===== src/rtl/core/ordered_array_list_assert.svh =====
// ----------------------------------------------------------------------------
// Ordered array list: assertion macros
// Concurrent assertion wrappers shared by the RTL files; define NO_ASSERTIONS
// to compile them out.
// ----------------------------------------------------------------------------
`ifndef ORDERED_ARRAY_LIST_ASSERT_SVH
`define ORDERED_ARRAY_LIST_ASSERT_SVH

`ifndef NO_ASSERTIONS

// Property that must hold at every clock edge outside reset
`define OAL_ASSERT(name, clk, rst_n, prop, msg) \
  name: assert property (@(posedge clk) disable iff (!rst_n) (prop)) else $error(msg);

// Consequent that must hold in the cycle after the antecedent
`define OAL_ASSERT_NEXT(name, clk, rst_n, ante, cons, msg) \
  name: assert property (@(posedge clk) disable iff (!rst_n) (ante) |=> (cons)) \
    else $error(msg);

`else

`define OAL_ASSERT(name, clk, rst_n, prop, msg)
`define OAL_ASSERT_NEXT(name, clk, rst_n, ante, cons, msg)

`endif

`endif


===== src/rtl/core/oal_pkg.sv =====
// ----------------------------------------------------------------------------
// Ordered array list: package
// Command codes, field widths and the control and status bundles that join
// the controller and the datapath.
// ----------------------------------------------------------------------------
`default_nettype none

package oal_pkg;

  // Field widths
  localparam int unsigned CMD_W   = 3;
  localparam int unsigned VALUE_W = 32;
  localparam int unsigned POS_W   = 7;
  localparam int unsigned CAP_W   = 7;
  localparam int unsigned LEN_W   = 7;
  localparam int unsigned FIDX_W  = 6;

  // Configuration port
  localparam int unsigned PADDR_W = 3;
  localparam int unsigned PDATA_W = 32;
  localparam int unsigned REG_IDX_LSB = 2;

  localparam logic [CAP_W-1:0] MIN_CAPACITY   = 7'd5;
  localparam logic [CAP_W-1:0] CAPACITY_RESET = 7'd64;

  // Register indexes
  typedef enum logic [0:0] {
    REG_CAPACITY = 1'b0
  } reg_idx_e;

  // Command codes
  typedef enum logic [CMD_W-1:0] {
    CMD_CLEAR    = 3'd0,
    CMD_INSERT   = 3'd1,
    CMD_DELETE   = 3'd2,
    CMD_FIND     = 3'd3,
    CMD_RETRIEVE = 3'd4
  } cmd_e;

  // Controller to datapath
  typedef struct packed {
    logic latch;   // take in a new request
    logic check;   // range check, set up the walk bounds
    logic issue;   // read the entry at the walk address
    logic proc;    // act on the entry read in the cycle before
    logic commit;  // final write and length update
    logic load;    // load the result register
  } oal_ctrl_t;

  // Datapath to controller
  typedef struct packed {
    logic walk;    // request needs a walk over the store
    logic at_end;  // walk address is the last one
    logic hit;     // find matched the entry just read
  } oal_stat_t;

endpackage

`default_nettype wire


===== src/rtl/core/oal_ram.sv =====
// ----------------------------------------------------------------------------
// Ordered array list: entry RAM
// Simple dual-port RAM, one write and one registered read per cycle.
// ----------------------------------------------------------------------------
`default_nettype none

module oal_ram #(
  parameter int unsigned WIDTH = 32,
  parameter int unsigned DEPTH = 64,
  localparam int unsigned AW = (DEPTH > 1) ? $clog2(DEPTH) : 1
) (
  input  wire logic             clk_i,
  input  wire logic             we_i,
  input  wire logic [AW-1:0]    waddr_i,
  input  wire logic [WIDTH-1:0] wdata_i,
  input  wire logic             re_i,
  input  wire logic [AW-1:0]    raddr_i,
  output logic      [WIDTH-1:0] rdata_o
);

  logic [WIDTH-1:0] mem_q [DEPTH];

  // Write port
  always_ff @(posedge clk_i) begin
    if (we_i) begin
      mem_q[waddr_i] <= wdata_i;
    end
  end

  // Registered read port
  always_ff @(posedge clk_i) begin
    if (re_i) begin
      rdata_o <= mem_q[raddr_i];
    end
  end

endmodule

`default_nettype wire


===== src/rtl/core/oal_ctrl.sv =====
// ----------------------------------------------------------------------------
// Ordered array list: controller
// Sequences one request at a time through check, walk, commit and result,
// and owns the valid/stall handshakes of both channels.
// ----------------------------------------------------------------------------
`default_nettype none
`include "ordered_array_list_assert.svh"

module oal_ctrl (
  input  wire logic              clk_i,
  input  wire logic              rst_ni,
  input  wire logic              in_valid_i,
  output logic                   in_stall_o,
  output logic                   out_valid_o,
  input  wire logic              out_stall_i,
  output oal_pkg::oal_ctrl_t     ctrl_o,
  input  wire oal_pkg::oal_stat_t stat_i
);

  import oal_pkg::*;

  typedef enum logic [5:0] {
    ST_IDLE   = 6'b000001,
    ST_CHECK  = 6'b000010,
    ST_WALK   = 6'b000100,
    ST_DRAIN  = 6'b001000,
    ST_FINAL  = 6'b010000,
    ST_RESULT = 6'b100000
  } state_e;

  state_e state_q, state_d;
  logic   out_valid_q, out_valid_d;
  logic   accept;
  logic   out_free;

  assign accept     = (state_q == ST_IDLE) && in_valid_i;
  assign out_free   = !out_valid_q || !out_stall_i;
  assign in_stall_o = (state_q != ST_IDLE);
  assign out_valid_o = out_valid_q;

  // Drive datapath commands from the state
  always_comb begin
    ctrl_o        = '0;
    ctrl_o.latch  = accept;
    ctrl_o.check  = (state_q == ST_CHECK);
    ctrl_o.issue  = (state_q == ST_WALK);
    ctrl_o.proc   = (state_q == ST_WALK) || (state_q == ST_DRAIN);
    ctrl_o.commit = (state_q == ST_FINAL);
    ctrl_o.load   = (state_q == ST_RESULT) && out_free;
  end

  // Next state
  always_comb begin
    state_d = state_q;
    case (state_q)
      ST_IDLE: begin
        if (accept) state_d = ST_CHECK;
      end
      ST_CHECK: begin
        state_d = stat_i.walk ? ST_WALK : ST_FINAL;
      end
      ST_WALK: begin
        if (stat_i.hit) begin
          state_d = ST_FINAL;
        end else if (stat_i.at_end) begin
          state_d = ST_DRAIN;
        end
      end
      ST_DRAIN:  state_d = ST_FINAL;
      ST_FINAL:  state_d = ST_RESULT;
      ST_RESULT: begin
        if (out_free) state_d = ST_IDLE;
      end
      default:   state_d = ST_IDLE;
    endcase
  end

  // Hold the result valid until the result is taken
  always_comb begin
    out_valid_d = out_valid_q;
    if (ctrl_o.load) begin
      out_valid_d = 1'b1;
    end else if (out_valid_q && !out_stall_i) begin
      out_valid_d = 1'b0;
    end
  end

  always_ff @(posedge clk_i or negedge rst_ni) begin
    if (!rst_ni) begin
      state_q     <= ST_IDLE;
      out_valid_q <= 1'b0;
    end else begin
      state_q     <= state_d;
      out_valid_q <= out_valid_d;
    end
  end

  `OAL_ASSERT(load_free_a, clk_i, rst_ni, !ctrl_o.load || !out_valid_q || !out_stall_i, "result loaded over a waiting one")
  `OAL_ASSERT_NEXT(accept_check_a, clk_i, rst_ni, accept, state_q == ST_CHECK, "accepted request not checked")

endmodule

`default_nettype wire


===== src/rtl/core/oal_dpath.sv =====
// ----------------------------------------------------------------------------
// Ordered array list: datapath
// Entry RAM, length register, range checks, the walk address pipeline and
// the result register.
// ----------------------------------------------------------------------------
`default_nettype none
`include "ordered_array_list_assert.svh"

module oal_dpath #(
  parameter int unsigned DEPTH = 64
) (
  input  wire logic                          clk_i,
  input  wire logic                          rst_ni,
  input  wire oal_pkg::oal_ctrl_t            ctrl_i,
  output oal_pkg::oal_stat_t                 stat_o,
  input  wire logic [oal_pkg::CAP_W-1:0]     cap_i,
  input  wire logic [oal_pkg::CMD_W-1:0]     command_i,
  input  wire logic signed [oal_pkg::VALUE_W-1:0] value_i,
  input  wire logic [oal_pkg::POS_W-1:0]     position_i,
  output logic signed [oal_pkg::VALUE_W-1:0] read_value_o,
  output logic                               found_o,
  output logic [oal_pkg::FIDX_W-1:0]         found_index_o,
  output logic                               error_o,
  output logic [oal_pkg::LEN_W-1:0]          length_o,
  output logic                               is_empty_o,
  output logic                               is_full_o
);

  import oal_pkg::*;

  localparam int unsigned AW = (DEPTH > 1) ? $clog2(DEPTH) : 1;
  localparam int unsigned CW = $clog2(DEPTH + 1);
  localparam int unsigned KW = (CW > POS_W) ? CW : POS_W;
  localparam int unsigned EW = KW + 1;

  // Request registers
  logic [CMD_W-1:0]   cmd_q;
  logic [VALUE_W-1:0] val_q;
  logic [POS_W-1:0]   pos_q;

  // Control state
  logic [CW-1:0] count_q, count_d;
  logic          rd_pend_q;

  // Walk registers
  logic [AW-1:0] addr_q, end_q, rd_src_q;

  // Result scratch
  logic               err_q, found_q;
  logic [AW-1:0]      fidx_q;
  logic [VALUE_W-1:0] rval_q;

  // RAM port
  logic               ram_we;
  logic [AW-1:0]      ram_waddr;
  logic [VALUE_W-1:0] ram_wdata;
  logic [VALUE_W-1:0] ram_rdata;

  // Extended operands for the checks
  logic [EW-1:0] n_x, p_x, capraw_x, cap_x, start_x, end_x, fidx_x;
  logic          full_c, pos_bad_c, err_c, walk_c, proc_c, hit_c;

  assign n_x      = EW'(count_q);
  assign p_x      = EW'(pos_q);
  assign capraw_x = EW'(cap_i);
  assign fidx_x   = EW'(fidx_q);

  // Clamp the capacity to the legal range
  always_comb begin
    cap_x = capraw_x;
    if (capraw_x < EW'(MIN_CAPACITY)) begin
      cap_x = EW'(MIN_CAPACITY);
    end else if (capraw_x > EW'(DEPTH)) begin
      cap_x = EW'(DEPTH);
    end
  end

  assign full_c    = (n_x >= cap_x);
  assign pos_bad_c = (p_x == '0) || (p_x > n_x);

  // Range check and walk bounds per command
  always_comb begin
    err_c   = 1'b0;
    walk_c  = 1'b0;
    start_x = '0;
    end_x   = '0;
    case (cmd_q)
      CMD_INSERT: begin
        err_c   = full_c || (p_x == '0) || (p_x > n_x + EW'(1));
        walk_c  = !err_c && (p_x <= n_x);
        start_x = n_x - EW'(1);
        end_x   = p_x - EW'(1);
      end
      CMD_DELETE: begin
        err_c   = pos_bad_c;
        walk_c  = !err_c && (p_x < n_x);
        start_x = p_x;
        end_x   = n_x - EW'(1);
      end
      CMD_FIND: begin
        walk_c  = (n_x != '0);
        end_x   = n_x - EW'(1);
      end
      CMD_RETRIEVE: begin
        err_c   = pos_bad_c;
        walk_c  = !err_c;
        start_x = p_x - EW'(1);
        end_x   = p_x - EW'(1);
      end
      default: begin
        err_c  = 1'b0;
        walk_c = 1'b0;
      end
    endcase
  end

  assign proc_c = ctrl_i.proc && rd_pend_q;
  assign hit_c  = proc_c && (cmd_q == CMD_FIND) && (ram_rdata == val_q);

  assign stat_o.walk   = walk_c;
  assign stat_o.at_end = (addr_q == end_q);
  assign stat_o.hit    = hit_c;

  // Move entries during the walk, place the new value at commit
  always_comb begin
    ram_we    = 1'b0;
    ram_waddr = rd_src_q;
    ram_wdata = ram_rdata;
    if (proc_c && (cmd_q == CMD_INSERT)) begin
      ram_we    = 1'b1;
      ram_waddr = rd_src_q + AW'(1);
    end else if (proc_c && (cmd_q == CMD_DELETE)) begin
      ram_we    = 1'b1;
      ram_waddr = rd_src_q - AW'(1);
    end else if (ctrl_i.commit && !err_q && (cmd_q == CMD_INSERT)) begin
      ram_we    = 1'b1;
      ram_waddr = end_x[AW-1:0];
      ram_wdata = val_q;
    end
  end

  // Length update at commit
  always_comb begin
    count_d = count_q;
    if (ctrl_i.commit && !err_q) begin
      case (cmd_q)
        CMD_CLEAR:  count_d = '0;
        CMD_INSERT: count_d = count_q + CW'(1);
        CMD_DELETE: count_d = count_q - CW'(1);
        default:    count_d = count_q;
      endcase
    end
  end

  always_ff @(posedge clk_i or negedge rst_ni) begin
    if (!rst_ni) begin
      count_q   <= '0;
      rd_pend_q <= 1'b0;
    end else begin
      count_q   <= count_d;
      rd_pend_q <= ctrl_i.issue;
    end
  end

  // Latch the request and clear the result scratch
  always_ff @(posedge clk_i) begin
    if (ctrl_i.latch) begin
      cmd_q   <= command_i;
      val_q   <= value_i;
      pos_q   <= position_i;
      err_q   <= 1'b0;
      found_q <= 1'b0;
      fidx_q  <= '0;
      rval_q  <= '0;
    end else begin
      if (ctrl_i.check) begin
        err_q <= err_c;
      end
      if (hit_c && !found_q) begin
        found_q <= 1'b1;
        fidx_q  <= rd_src_q;
      end
      if (proc_c && (cmd_q == CMD_RETRIEVE)) begin
        rval_q <= ram_rdata;
      end
    end
  end

  // Walk address: down for insert, up otherwise
  always_ff @(posedge clk_i) begin
    if (ctrl_i.check) begin
      addr_q <= start_x[AW-1:0];
      end_q  <= end_x[AW-1:0];
    end else if (ctrl_i.issue) begin
      addr_q <= (cmd_q == CMD_INSERT) ? addr_q - AW'(1) : addr_q + AW'(1);
    end
    if (ctrl_i.issue) begin
      rd_src_q <= addr_q;
    end
  end

  // Result register
  always_ff @(posedge clk_i) begin
    if (ctrl_i.load) begin
      read_value_o  <= rval_q;
      found_o       <= found_q;
      found_index_o <= fidx_x[FIDX_W-1:0];
      error_o       <= err_q;
      length_o      <= n_x[LEN_W-1:0];
      is_empty_o    <= (count_q == '0);
      is_full_o     <= full_c;
    end
  end

  oal_ram #(
    .WIDTH (VALUE_W),
    .DEPTH (DEPTH)
  ) u_ram (
    .clk_i   (clk_i),
    .we_i    (ram_we),
    .waddr_i (ram_waddr),
    .wdata_i (ram_wdata),
    .re_i    (ctrl_i.issue),
    .raddr_i (addr_q),
    .rdata_o (ram_rdata)
  );

  `OAL_ASSERT(we_phase_a, clk_i, rst_ni, !ram_we || ctrl_i.proc || ctrl_i.commit, "RAM written outside walk or commit")
  `OAL_ASSERT(count_bound_a, clk_i, rst_ni, count_q <= CW'(DEPTH), "length beyond store depth")
  `OAL_ASSERT_NEXT(insert_len_a, clk_i, rst_ni, ctrl_i.commit && !err_q && (cmd_q == CMD_INSERT), count_q == $past(count_q) + CW'(1), "insert did not grow the list")

endmodule

`default_nettype wire


===== src/rtl/core/ordered_array_list.sv =====
// ----------------------------------------------------------------------------
// Ordered array list: top level
// Ordered list of signed 32-bit entries with clear, insert, delete, find and
// retrieve requests, plus an APB-style capacity register.
// ----------------------------------------------------------------------------
//
//   Channel  Handshake                 Payload
//   -------  ------------------------  -------------------------------------
//   in       in_valid_i / in_stall_o   command_i, value_i, position_i
//   out      out_valid_o / out_stall_i read_value_o, found_o, found_index_o,
//                                      error_o, length_o, is_empty_o,
//                                      is_full_o
//   cfg      psel / penable / pready   paddr, pwdata, prdata
//
// One request at a time, through check, walk, final and result; the walk is
// skipped when no entry is moved, searched or read, and covers at most the list length.
// The walk reads one entry per cycle through the single read port of the
// entry RAM; insert and delete write it to the neighbouring address in the next cycle.
// Reset clears the length and sets the capacity register to 64; the entry
// RAM keeps its contents, and no entry is read before it has been written.
// A stalled result stays in the output register while the next request is
// taken in; a second finished result waits until the first is taken.
// ----------------------------------------------------------------------------
`default_nettype none

module ordered_array_list #(
  parameter int unsigned DEPTH = 64
) (
  input  wire logic                               clk_i,
  input  wire logic                               rst_ni,
  // Request channel
  input  wire logic                               in_valid_i,
  output logic                                    in_stall_o,
  input  wire logic [oal_pkg::CMD_W-1:0]          command_i,
  input  wire logic signed [oal_pkg::VALUE_W-1:0] value_i,
  input  wire logic [oal_pkg::POS_W-1:0]          position_i,
  // Result channel
  output logic                                    out_valid_o,
  input  wire logic                               out_stall_i,
  output logic signed [oal_pkg::VALUE_W-1:0]      read_value_o,
  output logic                                    found_o,
  output logic [oal_pkg::FIDX_W-1:0]              found_index_o,
  output logic                                    error_o,
  output logic [oal_pkg::LEN_W-1:0]               length_o,
  output logic                                    is_empty_o,
  output logic                                    is_full_o,
  // Configuration port
  input  wire logic                               psel,
  input  wire logic                               penable,
  input  wire logic                               pwrite,
  input  wire logic [oal_pkg::PADDR_W-1:0]        paddr,
  input  wire logic [oal_pkg::PDATA_W-1:0]        pwdata,
  output logic [oal_pkg::PDATA_W-1:0]             prdata,
  output logic                                    pready
);

  import oal_pkg::*;

  logic [CAP_W-1:0] cap_q;
  logic             cfg_wr;
  logic             cap_sel;
  oal_ctrl_t        ctrl;
  oal_stat_t        stat;

  // Capacity register
  assign pready  = 1'b1;
  assign cap_sel = (paddr[REG_IDX_LSB] == REG_CAPACITY);
  assign cfg_wr  = psel && penable && pwrite && pready;

  always_ff @(posedge clk_i or negedge rst_ni) begin
    if (!rst_ni) begin
      cap_q <= CAPACITY_RESET;
    end else if (cfg_wr && cap_sel) begin
      cap_q <= pwdata[CAP_W-1:0];
    end
  end

  assign prdata = cap_sel ? PDATA_W'(cap_q) : '0;

  oal_ctrl u_ctrl (
    .clk_i       (clk_i),
    .rst_ni      (rst_ni),
    .in_valid_i  (in_valid_i),
    .in_stall_o  (in_stall_o),
    .out_valid_o (out_valid_o),
    .out_stall_i (out_stall_i),
    .ctrl_o      (ctrl),
    .stat_i      (stat)
  );

  oal_dpath #(
    .DEPTH (DEPTH)
  ) u_dpath (
    .clk_i         (clk_i),
    .rst_ni        (rst_ni),
    .ctrl_i        (ctrl),
    .stat_o        (stat),
    .cap_i         (cap_q),
    .command_i     (command_i),
    .value_i       (value_i),
    .position_i    (position_i),
    .read_value_o  (read_value_o),
    .found_o       (found_o),
    .found_index_o (found_index_o),
    .error_o       (error_o),
    .length_o      (length_o),
    .is_empty_o    (is_empty_o),
    .is_full_o     (is_full_o)
  );

endmodule

`default_nettype wire


===== config.mk =====
export PLATFORM = sky130hd
export DESIGN_NAME = ordered_array_list
export DESIGN_NICKNAME = d
export VERILOG_FILES = /design/src/rtl/core/oal_pkg.sv /design/src/rtl/core/oal_ram.sv /design/src/rtl/core/oal_ctrl.sv /design/src/rtl/core/oal_dpath.sv /design/src/rtl/core/ordered_array_list.sv
export VERILOG_INCLUDE_DIRS = /design/src /design/src/rtl/core
export SDC_FILE = /design/constraint.sdc
export NUM_CORES = 2
export LEC_CHECK = 0
export ABC_AREA = 1
export BUFFER_PORTS_ARGS = -buffer_cell sky130_fd_sc_hd__buf_2
export CAP_MARGIN = 0
export CORE_AREA = 2 2 408 410
export CTS_CLUSTER_DIAMETER = 150
export DETAILED_ROUTE_END_ITERATION = 16
export DIE_AREA = 0 0 410 412
export MAX_ROUTING_LAYER = met4
export PLACE_DENSITY = 0.72
export SETUP_SLACK_MARGIN = 0.4
export SLEW_MARGIN = 20
export SYNTH_ARGS = -nofsm -noshare
export SYNTH_HDL_FRONTEND = slang
export SYNTH_SLANG_ARGS = --single-unit

===== constraint.sdc =====
create_clock -name clk_i -period 6.13 [get_ports clk_i]
set_clock_uncertainty 0.2 [all_clocks]
set_input_delay 0.3065 -clock clk_i [delete_from_list [all_inputs] [get_ports clk_i]]
set_output_delay 0.3065 -clock clk_i [all_outputs]
set_load 0.01 [all_outputs]

======== Yosys cells after proc, flatten, opt, wreduce, memory -nomap -nowiden ========
Memories as Yosys holds them, arrays and structs flattened. A register that Yosys moved wholly into a read port is not among the register bits.
Index checks and enable logic that the tools add are counted.
cells by class
  muxes and demuxes ....................... 30
  reductions and logical operators ........ 40
  equal/unequal tests ..................... 16
  multiply operators ...................... 0
  add/subtract/negate cells ............... 9
  shift operators ......................... 0
  divide/modulo/power cells ............... 0
  $lt $le $gt $ge ......................... 7
  bitwise logic cells ..................... 1
operators with widths
  operator               number
  $mux W32               3
  $mux W6                10
  $pmux W6 S6            1
  $eq A32 B32 Y1         1
  $sub A6 B1 Y6 const B  4
  $mux W7                3
  $pmux W7 S3            1
  $pmux W6 S3            1
  $logic_and A1 B1 Y1    17
  $add A6 B1 Y6 const B  2
  $pmux W6 S2            1
  $add A7 B1 Y8 const B  1
  $gt A7 B8 Y1           1
  $logic_not A8 Y1       1
  $reduce_bool A8 Y1     1
  $add A7 B1 Y7 const B  1
  $ge A7 B7 Y1           1
  $gt A7 B7 Y1           1
  $gt A7 B7 Y1 const B   1
  $le A7 B7 Y1           1
  $logic_not A7 Y1       1
  $lt A7 B3 Y1 const B   1
  $lt A7 B7 Y1           1
  $mux W1                7
  other kinds (26)       40
word-level totals
  output and inout port bits .............. 84
  latch bits .............................. 0
  memories kept ........................... 1
  RAM bits ................................ 2,048
  flip-flop bits (word level) ............. 171
  bits in read-only memories .............. 0
memories
  name                 words  bits a word  read ports  clocked after memory_dff  wr ports  RTL line       text
  u_dpath.u_ram.mem_q  64     32           1           1                         1         oal_ram.sv:21  logic [WIDTH-1:0] mem_q [DEPTH];

======== Logic depth before layout (Yosys ltp) ========
  depth after elaboration ................. 11
  mapped depth ............................ 16
  gate-level depth less buffers ........... 16

======== Cells and area by module ========
A second synthesis with hierarchy kept.
second synthesis, totals
  cell total of the unflattened synthesis .. 7,825
  area, all modules ....................... 92,194.7 um2
by module, submodules not included
  module              area each (um2)  times used  cells each
  oal_ram             83,058.4         1           6,769
  oal_dpath           8,130.3          1           925
  ordered_array_list  573.0            1           76
  oal_ctrl            432.9            1           55

======== Worst setup path after synthesis ========
OpenSTA, ideal clock, no wires.
  path kind ............................... reg2reg
  from .................................... register u_dpath.cmd_q[1]
  to ...................................... memory u_dpath.u_ram.mem_q[0][5], data pin
  setup time .............................. 0.702 ns
  path buffers ............................ 2
  stages on the path, launching flop included .. 8
  clock period less this slack ............ 4.846 ns
  arrival time ............................ 3.944 ns
  slack ................................... 1.284 ns
  path through ............................ edfxtp_1 -> nor2_4 -> nand2_4 -> inv_2 -> nand3_2 -> clkbuf_1 -> clkbuf_1 -> o21ai_0
between the ends
  longest elaborated chain between the ends .. 5
ends and longest elaborated chain
  element                         RTL line                            text
  start: declaration              oal_dpath.sv:37                     logic [CMD_W-1:0] cmd_q;
  start signal: assignment        oal_dpath.sv:168                    cmd_q <= command_i;
  $eq A3 B1 Y1                    oal_dpath.sv:129, oal_dpath.sv:135
  $logic_and A1 B1 Y1             oal_dpath.sv:135                    end else if (ctrl_i.commit && !err_q && (cmd_q == CMD_INSERT)) begin
  $mux W32                        oal_dpath.sv:135
  $mux W32                        oal_dpath.sv:132                    end else if (proc_c && (cmd_q == CMD_DELETE)) begin
  $mux W32 (*)                    oal_dpath.sv:129                    if (proc_c && (cmd_q == CMD_INSERT)) begin
  named net u_dpath.ram_wdata[5]  oal_dpath.sv:56                     logic [VALUE_W-1:0] ram_wdata;
  end: declaration                oal_ram.sv:21
The timed path passes the listed nets; every way through them passes the cells marked *.

======== Final worst setup path ========
  from .................................... register u_ctrl.state_q[3]
  to ...................................... memory u_dpath.u_ram.mem_q[23][30], enable pin
between the ends
  longest elaborated chain between the ends .. 8
ends and longest elaborated chain
  element                                                           RTL line                            text
  start: declaration                                                oal_ctrl.sv:31                      state_e state_q, state_d;
  start signal: assignment                                          oal_ctrl.sv:93                      state_q <= state_d;
  $eq A6 B5 Y1, or another cell as far along                        oal_ctrl.sv:48                      ctrl_o.commit = (state_q == ST_FINAL);
  $logic_and A1 B1 Y1 / $logic_or A1 B1 Y1 (equally long branches)  oal_dpath.sv:135, oal_ctrl.sv:47
  $logic_and A1 B1 Y1, on equally long branches                     oal_dpath.sv:135, oal_dpath.sv:117
  $mux W1 / $logic_and A1 B1 Y1 (equally long branches)             oal_dpath.sv:135, oal_dpath.sv:132
  $mux W1                                                           oal_dpath.sv:132
  $mux W1                                                           oal_dpath.sv:129
  $mux W1                                                           oal_ram.sv:25                       if (we_i) begin
  $mux W1 (implied by the code)                                     oal_ram.sv:26                       mem_q[waddr_i] <= wdata_i;
Several ways; a longest one is shown, not always the timed one.

==> results.yml <==
status:
  status: "finished, final reports clean"
floorplan:
  coreArea_um2: 164000
  die_h_um: 412
  die_w_um: 410
  initial_core_util_pct: 54.9
  num_rows: 149
  num_io_pins: 168
  dieArea_um2: 169000
global_route:
  grt_pass1_vias: 56400
  grt_pass1_wl_um: 353000
  grt_usage_pct: 28.8
  grt_start_max_net_pins: 175
  grt_overflow_total: 0
  antenna_found_initial: 4
power_and_ir_drop:
  p_per_area_nw_per_um2: 352
  switchingPower_w: 0.00991
  ir_drop_mv: 0.353
  pwr-share-seq_pct: 47.8
  p_leak_nw: 33.5
  comb_power_share_pct: 16.5
  power_w: 0.0357
  netSwitchingFraction_pct: 27.7
  p_clk_share_pct: 35.7
  internal_power_w: 0.0258
yosys:
  synth_area_um2: 90200
  avgSynthCellArea_um2: 12.6
  postSynth.asyncResetShare_pct: 0.977
  yosys_warnings: 0
  ys_ff_latch: 2251
  syn_inst: 7175
  synth_cell_type_count: 49
  yosys_most_used_dff: "edfxtp_1"
  synth_enable_flop_cells: 2189
  synth-seq-area-share_pct: 74.4
worst_setup_path:
  max_stage_delay_ns: 0.99
  crit_required_ns: 6.48
  crit_path_start: "u_ctrl.state_q[3]"
  path_buf_inv: 2
  critPathKind: "reg2reg"
  path_cells: "nor2_1, nand2_1, nor2_2, nand3_2, inv_2, nand2_1, nand3_1, nand2_1, nand2_1, nand3_2, nor2_4, buf_4"
  rr_worst_depth: 12
  cp_max_fo: 31
  reg2reg_from: "u_ctrl.state_q[3]"
  slowest_stage: "nor2_4"
  crit_path_frequent_cell: "nand2_1"
  critPathCaptureType: "register"
  rr_endpoint: "u_dpath.u_ram.mem_q[23][30]"
  worstPathArrival_ns: 4.90
  crit_family: "simple AND/OR/NAND/NOR gates"
  cp-start-kind: "register"
  regToRegSetupSlack_ns: 1.58
timing:
  fmax_ghz: 0.220
  setup_violations: 0
  finalCriticalPeriod_ns: 4.55
  hold_violations: 0
  min_period_over_period_pct: 74.2
  slew_viol_final: 0
  setup-tns-final_ns: 0
  tightest_slew_ns: 1.20
  rsz0062_at_grt: "no"
  hold_ws_ns: 0.0582
  slew_headroom_pct: 19.8
cells_and_area:
  area_growth_syn_to_layout_pct: 12.7
  fill_cells: 11800
  final_util_pct: 61.9
  stdcell_area_um2: 102000
  fin_nets: 7419
  layout-drive-gt1-share_pct: 9.56
min_path:
  hold_start: "value_i[7]"
  hold_depth: 2
  worstHoldPathType: "in2reg"
  min_to: "u_dpath.val_q[7]"
placement:
  finalWeightedCongestion: 0.910
  dp_hpwl_um: 130000
  placed_area_um2: 93800
  port_buffers: 114
cts:
  clock_latency_ns: 0.87
  ctsResizeCount: 0
  cts_setup_buffers: 0
  cts_tree: "built"
  ctsLongestPathBuffers: 3
  cts_num_sinks: 2251
  cts.clk_slew.worst_paths_ns: 0.06
  cts-root-buf: "clkbuf_16"
  cts_made_buffers: 209
  h-tree-depth: 4
flow_run:
  max_cap_viol_count: 0
routing:
  wl_per_cell_um: 25.0
  vias: 60300
  antenna_left: 0
  firstDrtPassIters: 6
  wirelength_um: 241000
  drt-vias-per-instance: 6.24
  drcViolationCount: 0
  drtIter0Drc: 8860
## power groups by stage
stage	clock, W	sequential [W]	combinational [W]
floorplan	0	0.0173	0.00366
global placement	0	0.0174	0.00549
detailed placement	0	0.0174	0.00563
CTS	0.0128	0.0171	0.00574
global route	0.0134	0.0171	0.00633
finish	0.0128	0.0171	0.00589
## registers in the layout, summed over array words and instances, names as in the netlist, 3 cells and up
name                   count
u_dpath.found_index_o      6
u_dpath.fidx_q             6
u_dpath.u_ram.mem_q     2048
u_dpath.addr_q             6
u_dpath.rval_q            32
u_dpath.u_ram.rdata_o     32
u_dpath.val_q             32
u_dpath.pos_q              7
u_dpath.count_q            7
u_dpath.length_o           7
u_ctrl.state_q             6
cap_q                      7
u_dpath.end_q              6
u_dpath.rd_src_q           6
u_dpath.cmd_q              3
u_dpath.read_value_o      32
## timing repair
action                     CTS  global route
setup endpoints to repair    0             0
hold endpoints to repair   108             0
hold buffers               106             0
## how the worst max path moves through the flow
| stage | to | slack, ns | depth (start not counted) |
|---|---|---|---|
| 2_1_floorplan | u_dpath.u_ram.mem_q[0][5] | 1.28 | 7 |
| 3_3_place_gp | u_dpath.u_ram.mem_q[23][24] | 1.72 | 12 |
| 3_5_place_dp | u_dpath.u_ram.mem_q[23][30] | 1.70 | 12 |
| 4_1_cts | u_dpath.u_ram.mem_q[23][30] | 1.63 | 12 |
| 5_1_grt | u_dpath.u_ram.mem_q[52][24] | 1.39 | 12 |
| 6_report | u_dpath.u_ram.mem_q[23][30] | 1.58 | 12 |
## per-stage QoR
step / std cells / setup WS [ns]
floorplan: 7199 / 1.28
global placement: 9156 / 1.72
detailed placement: 9165 / 1.70
CTS: 9656 / 1.63
global route: 9661 / 1.39
finish: 9664 / 1.58
## synthesized netlist by cell type (7+ instances only)
master    count  area [um2]
edfxtp_1   2189       65700
nor2_1     1202        4510
o21ai_0    1077        5390
nand2_1     797        2990
o22ai_1     518        3240
nand3_1     419        2100
clkbuf_1    300        1130
buf_2       122         611
inv_1        83         312
a21oi_1      73         365
buf_1        43         161
dfxtp_1      40         801
ha_1         37         463
buf_4        33         248
xnor2_1      32         280
o211ai_1     27         203
o21ai_1      25         125
nand4_1      22         138
xor2_1       21         184
dfrtp_1      20         500
and2_1       16         100
inv_2        16        60.1
nand3_2      10         100
nor2_2        7        43.8
## cell type report
cell class / instances / area, um2 / area share, %
Sequential cell: 2251 / 67100 / 66.0
Multi-Input combinational cell: 4349 / 21300 / 21.0
Clock buffer: 273 / 5720 / 5.63
Timing Repair Buffer: 384 / 3380 / 3.32
Tap cell: 2189 / 2740 / 2.70
Clock inverter: 112 / 976 / 0.960
Inverter: 101 / 409 / 0.403
Antenna cell: 5 / 12.5 / 0.0123
## logic make-up (layout without fill, tap and decap cells)
logic type	Yosys count	in the layout	synth area share (%)
and+or+nand+nor	2499	2499	11.3
DFF	2251	2251	74.4
AOI/OAI and AO/OA	1731	1731	10.4
buffers and inverters	599	870	2.80
xor gates and xnor gates	53	53	0.515
adders and majority gates	39	39	0.558
other	2	31	0.00833
muxes	1	1	0.0111
## worst reg2reg max path: cells and delay by family, from the launching register on
family        cells  cell delay [ns]
buf+inv           2             0.77
simple gates     10             2.82
flops             1             0.42
## layout by cell type (no fill, tap or decap), types with 5 or more instances in the layout
cell / count
a21oi_1: 73
nand3_1: 419
nand2_4: 5
dfxtp_1: 40
clkinv_1: 57
edfxtp_1: 2189
buf_2: 115
xnor2_1: 32
nor2_2: 7
inv_1: 80
dfrtp_1: 20
o21ai_0: 1072
nor2_4: 69
buf_4: 128
clkbuf_16: 219
nand3_2: 10
dlygate4sd3_1: 105
xor2_1: 21
o21ai_1: 25
clkinv_2: 30
ha_1: 37
nand2_1: 770
o22ai_1: 518
nand2_2: 30
nand4_1: 22
buf_12: 27
bufinv_16: 18
diode_2: 5
clkbuf_1: 50
nor2_1: 1135
inv_2: 14
o211ai_1: 27
and2_1: 16
buf_16: 9
nor3_1: 6
conb_1: 26
o21ai_4: 5
## layer usage
metal	part of all wire [%]	global-route usage [%]
met5	0	-
met4	3.9	11.3
met3	12	5.83
met2	45	42.8
met1	38	39.5
Power figures use the tool's default switching activity.
